$ cat src/design/sslb_pkg.sv
// Package for the service selection load balancer: sizes, codes and the table entry type.
`default_nettype none
package sslb_pkg;

  localparam int MAX_SERVICES = 16;
  localparam int IDX_W = (MAX_SERVICES > 1) ? $clog2(MAX_SERVICES) : 1;
  localparam int CNT_W = $clog2(MAX_SERVICES + 1);

  localparam int ID_W   = 32;
  localparam int SOCK_W = 31;
  localparam int LIM_W  = 24;
  localparam int KIND_W = 3;
  localparam int STAT_W = 3;
  localparam int MODE_W = 2;

  localparam logic [LIM_W-1:0] SESS_MAX = {LIM_W{1'b1}};

  typedef enum logic [KIND_W-1:0] {
    K_PICK    = 3'd0,
    K_ATTACH  = 3'd1,
    K_DETACH  = 3'd2,
    K_SESS_ADD = 3'd3,
    K_SESS_REM = 3'd4
  } kind_t;

  typedef enum logic [STAT_W-1:0] {
    ST_OK       = 3'd0,
    ST_NOSVC    = 3'd1,
    ST_REFUSED  = 3'd2,
    ST_NOTFOUND = 3'd3,
    ST_FULL     = 3'd4
  } status_t;

  typedef enum logic [MODE_W-1:0] {
    M_ECHO    = 2'd0,
    M_SINGLE  = 2'd1,
    M_STOCK   = 2'd2,
    M_BALANCE = 2'd3
  } mode_t;

  typedef struct packed {
    logic [ID_W-1:0]   service_id;
    logic [SOCK_W-1:0] socket;
    logic [LIM_W-1:0]  limit;
    logic [LIM_W-1:0]  sessions;
  } entry_t;

  localparam int ENTRY_W = $bits(entry_t);

endpackage
`default_nettype wire

$ cat src/design/sslb_in_if.sv
// Request channel interface: valid/ready plus the request fields.
`default_nettype none
interface sslb_in_if;
  logic                         valid;
  logic                         ready;
  logic [sslb_pkg::KIND_W-1:0]  kind;
  logic [sslb_pkg::ID_W-1:0]    service_id;
  logic [sslb_pkg::SOCK_W-1:0]  socket_handle;
  logic [sslb_pkg::LIM_W-1:0]   conn_limit;

  modport source (output valid, kind, service_id, socket_handle, conn_limit, input ready);
  modport sink   (input valid, kind, service_id, socket_handle, conn_limit, output ready);
endinterface
`default_nettype wire

$ cat src/design/sslb_out_if.sv
// Result channel interface: valid/ready plus the result fields.
`default_nettype none
interface sslb_out_if;
  logic                         valid;
  logic                         ready;
  logic [sslb_pkg::STAT_W-1:0]  status;
  logic [sslb_pkg::ID_W-1:0]    chosen_service_id;

  modport source (output valid, status, chosen_service_id, input ready);
  modport sink   (input valid, status, chosen_service_id, output ready);
endinterface
`default_nettype wire

$ cat src/design/sslb_ram.sv
// Generic simple dual-port RAM, one write and one registered read per cycle.
`default_nettype none
module sslb_ram #(
  parameter int WIDTH = 8,
  parameter int DEPTH = 16
) (
  input  wire logic                                          clk,
  input  wire logic                                          we,
  input  wire logic [((DEPTH > 1) ? $clog2(DEPTH) : 1)-1:0]  waddr,
  input  wire logic [WIDTH-1:0]                              wdata,
  input  wire logic                                          re,
  input  wire logic [((DEPTH > 1) ? $clog2(DEPTH) : 1)-1:0]  raddr,
  output      logic [WIDTH-1:0]                              rdata
);
  logic [WIDTH-1:0] mem [DEPTH];

  always_ff @(posedge clk) begin
    if (re) begin
      rdata <= mem[raddr];
    end
    if (we) begin
      mem[waddr] <= wdata;
    end
  end
endmodule
`default_nettype wire

$ cat src/design/service_selection_load_balancer.sv
// Top level of the service selection load balancer: table sequencer around one entry RAM.
//
//  channel   dir  ports                                   transfer when
//  request   in   in_ch (kind, service_id, socket, limit) in_ch.valid && in_ch.ready
//  result    out  out_ch (status, chosen_service_id)      out_ch.valid && out_ch.ready
//  config    in   cfg_we, cfg_wdata (gate_mode)           cfg_we high
//
// Echo picks and unknown kinds skip the table; every other request scans it, one entry per
// cycle through the single RAM read port, and a hit that ends the scan early stops it there.
// A detach hit then moves each later entry down, with a read (S_SH_RD) and a write (S_SH_WR) each.
// Reset (rst_n low, synchronous) empties the table and sets gate_mode to single.
// The result register frees the input side; a stalled result holds the next one back.
`default_nettype none
module service_selection_load_balancer (
  input  wire logic                        clk,
  input  wire logic                        rst_n,
  sslb_in_if.sink                          in_ch,
  sslb_out_if.source                       out_ch,
  input  wire logic                        cfg_we,
  input  wire logic [sslb_pkg::MODE_W-1:0] cfg_wdata
);
  localparam int IDX_W = sslb_pkg::IDX_W;
  localparam int CNT_W = sslb_pkg::CNT_W;

  typedef enum logic [2:0] {S_IDLE, S_SCAN, S_SH_RD, S_SH_WR, S_DONE} state_t;

  state_t                        state_r, state_nxt;
  sslb_pkg::kind_t               kind_r, kind_nxt;
  sslb_pkg::mode_t               mode_r, mode_nxt;
  logic [sslb_pkg::ID_W-1:0]     id_r, id_nxt;
  logic [sslb_pkg::SOCK_W-1:0]   sock_r, sock_nxt;
  logic [sslb_pkg::LIM_W-1:0]    limit_r, limit_nxt;
  logic [CNT_W-1:0]              count_r, count_nxt;
  logic [CNT_W-1:0]              issue_r, issue_nxt;
  logic [CNT_W-1:0]              src_r, src_nxt;
  logic                          chk_vld_r, chk_vld_nxt;
  logic [IDX_W-1:0]              chk_idx_r, chk_idx_nxt;
  logic                          best_found_r, best_found_nxt;
  logic [sslb_pkg::LIM_W-1:0]    best_sess_r, best_sess_nxt;
  logic [sslb_pkg::ID_W-1:0]     best_id_r, best_id_nxt;
  sslb_pkg::status_t             res_status_r, res_status_nxt;
  logic [sslb_pkg::ID_W-1:0]     res_id_r, res_id_nxt;
  logic                          out_valid_r, out_valid_nxt;
  sslb_pkg::status_t             out_status_r, out_status_nxt;
  logic [sslb_pkg::ID_W-1:0]     out_id_r, out_id_nxt;

  logic                          ram_we, ram_re;
  logic [IDX_W-1:0]              ram_waddr, ram_raddr;
  sslb_pkg::entry_t              ram_wdata, rd;
  logic [sslb_pkg::ENTRY_W-1:0]  ram_rdata;

  logic                          hit_id, hit_sock, full, out_free;
  logic [CNT_W-1:0]              src_dec;

  sslb_ram #(
    .WIDTH (sslb_pkg::ENTRY_W),
    .DEPTH (sslb_pkg::MAX_SERVICES)
  ) u_table (
    .clk   (clk),
    .we    (ram_we),
    .waddr (ram_waddr),
    .wdata (ram_wdata),
    .re    (ram_re),
    .raddr (ram_raddr),
    .rdata (ram_rdata)
  );

  assign rd       = sslb_pkg::entry_t'(ram_rdata);
  assign hit_id   = (rd.service_id == id_r);
  assign hit_sock = (rd.socket == sock_r);
  assign full     = (rd.limit != '0) && (rd.sessions >= rd.limit);
  assign out_free = !out_valid_r || out_ch.ready;
  assign src_dec  = src_r - CNT_W'(1);

  assign in_ch.ready              = (state_r == S_IDLE);
  assign out_ch.valid             = out_valid_r;
  assign out_ch.status            = out_status_r;
  assign out_ch.chosen_service_id = out_id_r;

  always_comb begin
    state_nxt      = state_r;
    kind_nxt       = kind_r;
    mode_nxt       = mode_r;
    id_nxt         = id_r;
    sock_nxt       = sock_r;
    limit_nxt      = limit_r;
    count_nxt      = count_r;
    issue_nxt      = issue_r;
    src_nxt        = src_r;
    chk_vld_nxt    = 1'b0;
    chk_idx_nxt    = chk_idx_r;
    best_found_nxt = best_found_r;
    best_sess_nxt  = best_sess_r;
    best_id_nxt    = best_id_r;
    res_status_nxt = res_status_r;
    res_id_nxt     = res_id_r;
    out_valid_nxt  = out_valid_r;
    out_status_nxt = out_status_r;
    out_id_nxt     = out_id_r;
    ram_we         = 1'b0;
    ram_re         = 1'b0;
    ram_waddr      = chk_idx_r;
    ram_raddr      = issue_r[IDX_W-1:0];
    ram_wdata      = rd;

    if (out_valid_r && out_ch.ready) begin
      out_valid_nxt = 1'b0;
    end
    if (cfg_we) begin
      mode_nxt = sslb_pkg::mode_t'(cfg_wdata);
    end

    case (state_r)
      S_IDLE: begin
        if (in_ch.valid) begin
          kind_nxt       = sslb_pkg::kind_t'(in_ch.kind);
          id_nxt         = in_ch.service_id;
          sock_nxt       = in_ch.socket_handle;
          limit_nxt      = in_ch.conn_limit;
          issue_nxt      = '0;
          best_found_nxt = 1'b0;
          res_status_nxt = sslb_pkg::ST_OK;
          res_id_nxt     = '0;
          case (sslb_pkg::kind_t'(in_ch.kind))
            sslb_pkg::K_PICK: begin
              state_nxt = (mode_r == sslb_pkg::M_ECHO) ? S_DONE : S_SCAN;
            end
            sslb_pkg::K_ATTACH, sslb_pkg::K_DETACH,
            sslb_pkg::K_SESS_ADD, sslb_pkg::K_SESS_REM: begin
              state_nxt = S_SCAN;
            end
            default: begin
              state_nxt = S_DONE;
            end
          endcase
        end
      end

      S_SCAN: begin
        // read of entry issue_r overlaps the check of the entry read last cycle
        if (issue_r < count_r) begin
          ram_re      = 1'b1;
          chk_vld_nxt = 1'b1;
          chk_idx_nxt = issue_r[IDX_W-1:0];
          issue_nxt   = issue_r + CNT_W'(1);
        end
        if (chk_vld_r) begin
          case (kind_r)
            sslb_pkg::K_PICK: begin
              if (mode_r == sslb_pkg::M_SINGLE) begin
                res_status_nxt = full ? sslb_pkg::ST_REFUSED : sslb_pkg::ST_OK;
                res_id_nxt     = full ? '0 : rd.service_id;
                state_nxt      = S_DONE;
              end else if (mode_r == sslb_pkg::M_STOCK) begin
                if (!full) begin
                  res_id_nxt = rd.service_id;
                  state_nxt  = S_DONE;
                end
              end else if (!full && (!best_found_r || rd.sessions < best_sess_r)) begin
                best_found_nxt = 1'b1;
                best_sess_nxt  = rd.sessions;
                best_id_nxt    = rd.service_id;
              end
            end
            sslb_pkg::K_ATTACH: begin
              if (hit_id) begin
                state_nxt = S_DONE;
              end
            end
            sslb_pkg::K_DETACH: begin
              if (hit_sock) begin
                src_nxt   = CNT_W'(chk_idx_r) + CNT_W'(1);
                state_nxt = S_SH_RD;
              end
            end
            sslb_pkg::K_SESS_ADD, sslb_pkg::K_SESS_REM: begin
              if (hit_id) begin
                ram_we    = 1'b1;
                ram_waddr = chk_idx_r;
                if (kind_r == sslb_pkg::K_SESS_ADD) begin
                  if (rd.sessions != sslb_pkg::SESS_MAX) begin
                    ram_wdata.sessions = rd.sessions + sslb_pkg::LIM_W'(1);
                  end
                end else if (rd.sessions != '0) begin
                  ram_wdata.sessions = rd.sessions - sslb_pkg::LIM_W'(1);
                end
                state_nxt = S_DONE;
              end
            end
            default: begin
              state_nxt = S_DONE;
            end
          endcase
        end else if (issue_r == count_r) begin
          // whole table seen without an early exit
          state_nxt = S_DONE;
          case (kind_r)
            sslb_pkg::K_PICK: begin
              if (count_r == '0) begin
                res_status_nxt = sslb_pkg::ST_NOSVC;
              end else if (best_found_r) begin
                res_id_nxt = best_id_r;
              end else begin
                res_status_nxt = sslb_pkg::ST_REFUSED;
              end
            end
            sslb_pkg::K_ATTACH: begin
              if (id_r == '0) begin
                res_status_nxt = sslb_pkg::ST_REFUSED;
              end else if (count_r == CNT_W'(sslb_pkg::MAX_SERVICES)) begin
                res_status_nxt = sslb_pkg::ST_FULL;
              end else begin
                ram_we               = 1'b1;
                ram_waddr            = count_r[IDX_W-1:0];
                ram_wdata.service_id = id_r;
                ram_wdata.socket     = sock_r;
                ram_wdata.limit      = limit_r;
                ram_wdata.sessions   = '0;
                count_nxt            = count_r + CNT_W'(1);
              end
            end
            default: begin
              res_status_nxt = sslb_pkg::ST_NOTFOUND;
            end
          endcase
        end
      end

      S_SH_RD: begin
        if (src_r < count_r) begin
          ram_re    = 1'b1;
          ram_raddr = src_r[IDX_W-1:0];
          state_nxt = S_SH_WR;
        end else begin
          count_nxt = count_r - CNT_W'(1);
          state_nxt = S_DONE;
        end
      end

      S_SH_WR: begin
        ram_we    = 1'b1;
        ram_waddr = src_dec[IDX_W-1:0];
        ram_wdata = rd;
        src_nxt   = src_r + CNT_W'(1);
        state_nxt = S_SH_RD;
      end

      S_DONE: begin
        if (out_free) begin
          out_valid_nxt  = 1'b1;
          out_status_nxt = res_status_r;
          out_id_nxt     = res_id_r;
          state_nxt      = S_IDLE;
        end
      end

      default: begin
        state_nxt = S_IDLE;
      end
    endcase
  end

  always_ff @(posedge clk) begin
    if (!rst_n) begin
      state_r     <= S_IDLE;
      mode_r      <= sslb_pkg::M_SINGLE;
      count_r     <= '0;
      chk_vld_r   <= 1'b0;
      out_valid_r <= 1'b0;
    end else begin
      state_r     <= state_nxt;
      mode_r      <= mode_nxt;
      count_r     <= count_nxt;
      chk_vld_r   <= chk_vld_nxt;
      out_valid_r <= out_valid_nxt;
    end
    kind_r       <= kind_nxt;
    id_r         <= id_nxt;
    sock_r       <= sock_nxt;
    limit_r      <= limit_nxt;
    issue_r      <= issue_nxt;
    src_r        <= src_nxt;
    chk_idx_r    <= chk_idx_nxt;
    best_found_r <= best_found_nxt;
    best_sess_r  <= best_sess_nxt;
    best_id_r    <= best_id_nxt;
    res_status_r <= res_status_nxt;
    res_id_r     <= res_id_nxt;
    out_status_r <= out_status_nxt;
    out_id_r     <= out_id_nxt;
  end

  a_count_bound: assert property (@(posedge clk) disable iff (!rst_n)
    count_r <= CNT_W'(sslb_pkg::MAX_SERVICES))
    else $error("entry count above table size");

  a_idle_no_write: assert property (@(posedge clk) disable iff (!rst_n)
    (state_r == S_IDLE) |-> !ram_we)
    else $error("table write while idle");

  a_detach_shrinks: assert property (@(posedge clk) disable iff (!rst_n)
    (state_r == S_SH_RD && !(src_r < count_r)) |=> (count_r == $past(count_r) - CNT_W'(1)))
    else $error("detach did not remove an entry");

  a_result_from_done: assert property (@(posedge clk) disable iff (!rst_n)
    (!out_valid_r ##1 out_valid_r) |-> ($past(state_r) == S_DONE))
    else $error("result loaded outside the done step");

endmodule
`default_nettype wire
$ cat src/flat_wrapper.sv
// flat-port wrapper written by rule: the top's interface ports become plain ports
module service_selection_load_balancer_flat 
  (clk, rst_n, cfg_we, cfg_wdata, in_ch_valid, in_ch_kind, in_ch_service_id, in_ch_socket_handle, in_ch_conn_limit, in_ch_ready, out_ch_valid, out_ch_status, out_ch_chosen_service_id, out_ch_ready);
  sslb_in_if in_ch_i ();
  sslb_out_if out_ch_i ();
  input  wire logic clk;
  input  wire logic rst_n;
  input  wire logic cfg_we;
  input  wire logic [sslb_pkg::MODE_W-1:0] cfg_wdata;
  input wire logic [$bits(in_ch_i.valid)-1:0] in_ch_valid;
  input wire logic [$bits(in_ch_i.kind)-1:0] in_ch_kind;
  input wire logic [$bits(in_ch_i.service_id)-1:0] in_ch_service_id;
  input wire logic [$bits(in_ch_i.socket_handle)-1:0] in_ch_socket_handle;
  input wire logic [$bits(in_ch_i.conn_limit)-1:0] in_ch_conn_limit;
  output wire logic [$bits(in_ch_i.ready)-1:0] in_ch_ready;
  output wire logic [$bits(out_ch_i.valid)-1:0] out_ch_valid;
  output wire logic [$bits(out_ch_i.status)-1:0] out_ch_status;
  output wire logic [$bits(out_ch_i.chosen_service_id)-1:0] out_ch_chosen_service_id;
  input wire logic [$bits(out_ch_i.ready)-1:0] out_ch_ready;
  assign in_ch_i.valid = in_ch_valid;
  assign in_ch_i.kind = in_ch_kind;
  assign in_ch_i.service_id = in_ch_service_id;
  assign in_ch_i.socket_handle = in_ch_socket_handle;
  assign in_ch_i.conn_limit = in_ch_conn_limit;
  assign in_ch_ready = in_ch_i.ready;
  assign out_ch_valid = out_ch_i.valid;
  assign out_ch_status = out_ch_i.status;
  assign out_ch_chosen_service_id = out_ch_i.chosen_service_id;
  assign out_ch_i.ready = out_ch_ready;
  service_selection_load_balancer u_core (.clk(clk), .rst_n(rst_n), .in_ch(in_ch_i), .out_ch(out_ch_i), .cfg_we(cfg_we), .cfg_wdata(cfg_wdata));
endmodule
$ cat config.mk
export PLATFORM = sky130hd
export DESIGN_NAME = service_selection_load_balancer_flat
export DESIGN_NICKNAME = d
export VERILOG_FILES = /design/src/design/sslb_pkg.sv /design/src/design/sslb_in_if.sv /design/src/design/sslb_out_if.sv /design/src/design/sslb_ram.sv /design/src/design/service_selection_load_balancer.sv /design/src/flat_wrapper.sv
export SDC_FILE = /design/constraint.sdc
export NUM_CORES = 2
export LEC_CHECK = 0
export BUFFER_PORTS_ARGS = -buffer_cell sky130_fd_sc_hd__buf_2
export CAP_MARGIN = 10
export CORE_ASPECT_RATIO = 0.9
export CORE_MARGIN = 2
export CORE_UTILIZATION = 40
export CTS_CLUSTER_SIZE = 30
export DETAILED_ROUTE_END_ITERATION = 6
export PLACE_DENSITY_LB_ADDON = 0.25
export SYNTH_ARGS = -nofsm -noshare
export SYNTH_HDL_FRONTEND = slang
export SYNTH_SLANG_ARGS = --single-unit
$ cat constraint.sdc
create_clock -name clk -period 7.1 [get_ports clk]
set_input_delay 0 -clock clk [delete_from_list [all_inputs] [get_ports clk]]
set_output_delay 0 -clock clk [all_outputs]
set_load 0.01 [all_outputs]
# Word level (Yosys, flattened, before mapping)
# Memory sizes are Yosys's and may differ from the RTL's. A register that Yosys moved wholly into a read port is not among the register bits.
# Cells that the tools add are included.
totals:
  register_bits: 243
  ramBits: 1776
  inputBits: 97
  output_inout_bits: 37
  word_cells: 212
  n_memories: 1
op_classes:
  n_addsub: 8
  n_lt_le_gt_ge: 4
  n_eq_ne: 49
  muxes: 95
  n_bitwise: 2
  n_reduce_logical: 34
memory_table:
  columns: ["name", "depth", "width", "read_ports", "rd_ports_with_merged_regs", "wr", "line", "source"]
  rows:
  - ["u_core.u_table.mem", 16, 111, 1, 1, 1, "sslb_ram.sv:15", "logic [WIDTH-1:0] mem [DEPTH];"]
ops:
  columns: ["op", "n"]
  rows:
  - ["two-way mux 111 bit", 5]
  - ["two-way mux 32 bit", 11]
  - ["two-way mux 24 bit", 6]
  - ["two-way mux 87 bit", 1]
  - ["one-hot mux 32 bit (2 select lines)", 1]
  - ["two-way mux 3 bit", 20]
  - ["two-way mux 5 bit", 11]
  - ["nonzero test 24 bit", 2]
  - ["== test 32 bit", 1]
  - ["logical NOT 32 bit", 1]
  - ["== test 31 bit", 1]
  - ["one-hot mux 5 bit (2 select lines)", 3]
  - ["two-way mux 4 bit", 7]
  - ["AND reduction 7 bit", 4]
  - ["adder 24 x 1 -> 24 bit, second input constant", 1]
  - ["greater-or-equal comparator 24 bit", 1]
  - ["< comparator 24 bit", 1]
  - ["!= test 24 bit, second input constant", 1]
  - ["subtractor 24 x 1 -> 24 bit, second input constant", 1]
  - ["two-way mux 1 bit", 20]
  - ["!= test 2 bit, second input constant", 10]
  - ["== test 3 x 2 -> 1 bit, second input constant", 6]
  - ["one-hot mux 3 bit (2 select lines)", 3]
  - ["!= test 4 bit, second input constant", 4]
  - ["other kinds (39)", 70]

# Logic depth before layout (Yosys ltp)
logic_depth:
  word_depth: 10
  depth_mapped: 12
  depth_no_buf: 10

# Cells and area by module
# From an unflattened synthesis, not the netlist that was laid out.
unflattened:
  cells_unflattened: 3923
  area_unflattened_um2: 82833.2
by_module_without_submodules:
  columns: ["module", "instances", "cells_each", "area_per_inst_um2", "seq_area_each_um2"]
  rows:
  - ["sslb_ram", 1, 2838, 69624.3, 56664.3]
  - ["service_selection_load_balancer", 1, 1085, 13208.9, 7176.9]

# Worst setup path after synthesis
# Ideal clock, no wire load.
synth_path:
  path_kind: "register to register"
  start: "register u_core.issue_r[3]"
  end: "memory u_core.u_table.mem[8][0] in the netlist's numbering, enable pin"
  setup_ns: 0.583
  arrival_time_ns: 7.274
  t_required_ns: 6.517
  slack_ns: -0.757
  path_stages_with_launch: 10
  n_path_buf: 1
  synth_period_minus_slack_ns: 7.857
  path_cell_list: "edfxtp_1 -> ha_1 -> nand4_1 -> a2111oi_0 -> o211a_1 -> clkbuf_1 -> mux2i_1 -> o21ai_0 -> or2_2 -> nor2_1"
synth_via:
  elab_chain_cells: 6
  elab_cells_between_ends: 9
  classes_between: "eq/ne: 1; mux: 8"
synth_lines:
  columns: ["element", "line", "source"]
  rows:
  - ["start: declaration", "service_selection_load_balancer.sv:34", "logic [CNT_W-1:0] issue_r, issue_nxt;"]
  - ["start signal: assignment", "service_selection_load_balancer.sv:281", "issue_r <= issue_nxt;"]
  - ["== test 5 bit (*)", "service_selection_load_balancer.sv:194", "end else if (issue_r == count_r) begin"]
  - ["two-way mux 1 bit", "service_selection_load_balancer.sv:194", null]
  - ["two-way mux 1 bit", "service_selection_load_balancer.sv:147", "if (chk_vld_r) begin"]
  - ["one-hot mux 1 bit (2 select lines)", "service_selection_load_balancer.sv:113", "case (state_r)"]
  - ["two-way mux 1 bit", "sslb_ram.sv:21", "if (we) begin"]
  - ["two-way mux 1 bit (implied by the code)", "sslb_ram.sv:22", "mem[waddr] <= wdata;"]
  - ["end: declaration", "sslb_ram.sv:15", null]
# Mark *: on every way between the ends. The rest lies on a longest branch, timed or not.

# Worst setup path after layout
layout_path:
  start: "register u_core.issue_r[2]"
  end: "memory u_core.u_table.mem[9][87] in the netlist's numbering, enable pin"
# Same word-level chain as after synthesis.

==> results.toml <==
[synthesis]
synth-seq-area-share_pct = 75.4
syn_inst = 5175
ys_seq_elements = 2130
yosys.area.top_type = "edfxtp_1"
avgSynthCellArea_um2 = 16.4
synthesis.area_um2 = 84700
yosysMostFrequentCell = "edfxtp_1"
synth_top_area_share_pct = 75.1
synthArstFlopShare_pct = 0
synth-main-ff-cell = "edfxtp_1"
yosys-top-cells-area = "edfxtp_1 (75%), mux2i_1 (4.9%), o22ai_1 (1.7%)"
ys_warn_count = 0
synth.distinct_cells = 79
synth_common_cells = "edfxtp_1 (2,118), mux2i_1 (415), a21oi_1 (265)"
synth_edf_count = 2118
syn_nets = 5341

[floorplan]
coreArea_um2 = 211000
start_util_pct = 40.2
die_x_um = 489
row_count = 160
fp.dieH_um = 441
ios = 134
die_area_um2 = 215000

[drt]
vias_per_cell = 5.85
routed_wl_um = 244000
drtIter0Drc = 6176
firstDrtPassIters = 7
num_vias = 49800
drtAntennaViolNets = 0
drc = 1
wl_per_cell_um = 28.7

[setup_path]
cp_cell_sequence = "ha_1 > nand4_1 > a2111oi_1 > o211a_1 > mux2i_1 > o21ai_0 > o2111ai_1 > nor2_4 > buf_12"
critPathMaxStageDelay_ns = 0.87
critical_path_class = "flip-flop to flip-flop"
worst-endpoint-required_ns = 7.51
end_kind = "flip-flop"
worst_setup_path_start_kind = "flip-flop"
critPathMaxFanout = 93
r2r_cells = 9
crit_slowest_cell = "a2111oi_1"
worstPathArrival_ns = 5.80

[job]
drv_cap = 0

[clock_tree]
htree_levels = 4
ctsHoldBuffers = 192
insertion_delay_ns = 0.83
cts_sinks = 2130
clk_pin_slew_ns = 0.07
clk_path_buf_depth = 3
root_buffer = "clkbuf_16"
cts_setup_buffers = 0
tritoncts = "yes"
post_cts_resized = 0
cts_buffers = 205

[finish]
layout-drive-gt1-share_pct = 12.2
final_area_um2 = 97600
syn2layout_area_growth_pct = 15.3
fin_nets = 5673
antenna_cells = 0

[hold_path]
holdCritPathClass = "primary input to flip-flop"
holdPathStages = 2

[grt]
antenna_found_initial = 1
grt_pass1_vias = 48600
overflow = 0
grt_usage_pct = 22.2
grt_first_pass_wirelength_um = 348000
grt_max_degree = 149

[placement]
place_congestion = 0.879
hpwl_um = 123000
dpl_cell_area_um2 = 89300
port_buffers = 133
place_ws_ns = 1.78

[sta]
drv_slew = 0
finalSetupViolations = 0
min_period_over_period_pct = 75.8
fmax_mhz = 186
tightestPinTransition_ns = 1.22
min_period_ns = 5.38
fin_tns_setup_ns = 0
finClkSkew_ns = 0.0452
slew_headroom_pct = 18.8
finalWorstSetupSlack_ns = 1.72
finalHoldViolCount = 0
grt_setup_unrepaired = "false"

[power]
power.density_nw_per_um2 = 299
p_leak_nw = 32.6
vdd_drop_max_uv = 213

[run_status]
failed_checks = "DRC"
status = "finished, violations left"
[critical path, delay by kind of cell, from the launching register on]
kind | cells | cell delay [ns]
AO/OA/AOI/OAI | 4 | 1.95
adder cells (fa/ha/maj) | 1 | 0.40
buffers and inverters | 1 | 0.71
flip-flops | 1 | 0.57
multiplexers | 1 | 0.17
AND/OR/NAND/NOR | 2 | 1.05
[cells by family after synthesis]
group                    count (synthesis)  synth area share [%]
buffers and inverters                  395                  1.89
XOR/XNOR                                74                 0.765
AND/OR/NAND/NOR                        737                  4.77
multiplexers                           575                  7.03
AO/OA/AOI/OAI                         1195                  9.13
flip-flops                            2130                  75.4
adder cells (fa/ha/maj)                 69                  1.03
[power by group]
group          switching, mW  internal, mW  leakage (nW)
logic                   2.66          1.36          10.2
registers              0.234          14.3          19.2
clock network           4.72          5.85          3.11
total                   7.61          21.6          32.6
[cell type report]
class	count	area [µm²]
Timing Repair Buffer	445	3930
Tap cell	2835	3550
Inverter	75	282
Clock buffer	263	5450
Clock inverter	109	930
Sequential cell	2130	63800
Fill cell	18000	113000
Multi-Input combinational cell	2650	19700
[routing by layer]
metal | share of wire [%] | vias to the layer above | track usage (%) | routed length, µm
met5 | 0 | - | 0 | 0
li1 | - | 21400 | - | -
met1 | 44 | 25900 | 32.3 | 108000
met4 | 2.1 | 0 | 5.30 | 5050
met3 | 7.6 | 313 | 3.57 | 18600
met2 | 46 | 2138 | 34.9 | 112000
[flip-flops by register name, summed over array words and instances (netlist names), 5 cells and up]
register / cells
u_core.count_r: 5
u_core.out_ch.chosen_service_id: 32
u_core.sock_r: 31
u_core.best_id_r: 32
u_core.id_r: 32
u_core.u_table.mem: 1776
u_core.limit_r: 24
u_core.u_table.rdata: 111
u_core.best_sess_r: 24
u_core.res_id_r: 32
u_core.issue_r: 5
u_core.src_r: 5
[final timing paths]
path                                    start                                      endpoint  slack (ns)
max           u_core.issue_r[2]$_SDFFCE_PN0P_           u_core.u_table.mem[9][87]$_DFFE_PP_        1.72
min                       in_ch_service_id[7]                      u_core.id_r[7]$_DFFE_PP_       0.003
max reg2reg   u_core.issue_r[2]$_SDFFCE_PN0P_           u_core.u_table.mem[9][87]$_DFFE_PP_        1.72
min reg2reg  u_core.res_id_r[1]$_SDFFCE_PN0P_  u_core.out_ch.chosen_service_id[1]$_DFFE_PP_        0.42
[cells in the final DEF, fill, tap and decap left out, types with 15 or more instances in the layout]
cell,netlist,final
clkinv_1,1,52
mux2i_1,415,412
o22ai_1,231,231
nor4_1,41,38
nand2_1,216,212
nor3_1,26,26
inv_1,74,74
a21o_1,162,161
a22o_1,32,32
buf_4,6,85
clkbuf_16,0,210
xor2_1,59,59
a21oi_1,265,263
nor2_1,61,40
buf_2,51,133
nor2_4,0,20
mux2_2,113,111
ha_1,68,68
or4_1,44,44
dlygate4sd3_1,0,192
o21ai_0,220,219
edfxtp_1,2118,2118
a222oi_1,71,71
nand3_1,181,181
xnor2_1,15,15
buf_12,0,35
or4b_1,71,71
nand4_1,35,35
a22oi_1,121,121
clkbuf_1,238,53
clkinv_2,0,29
mux2_1,47,47
[per-stage QoR]
step           utilization [%]  total power [mW]  hold slack (ns)  cells
4_1_cts                   46.3              29.3          0.00344   8505
2_1_floorplan                -              17.2           0.0989   5175
5_1_grt                   46.3              30.1         0.000355   8507
3_3_place_gp              42.4              18.7            0.177   7941
3_5_place_dp              42.4              18.8            0.178   7941
6_report                  46.3              29.2          0.00269   8507
Note: power is estimated with default switching activity, not from simulation.
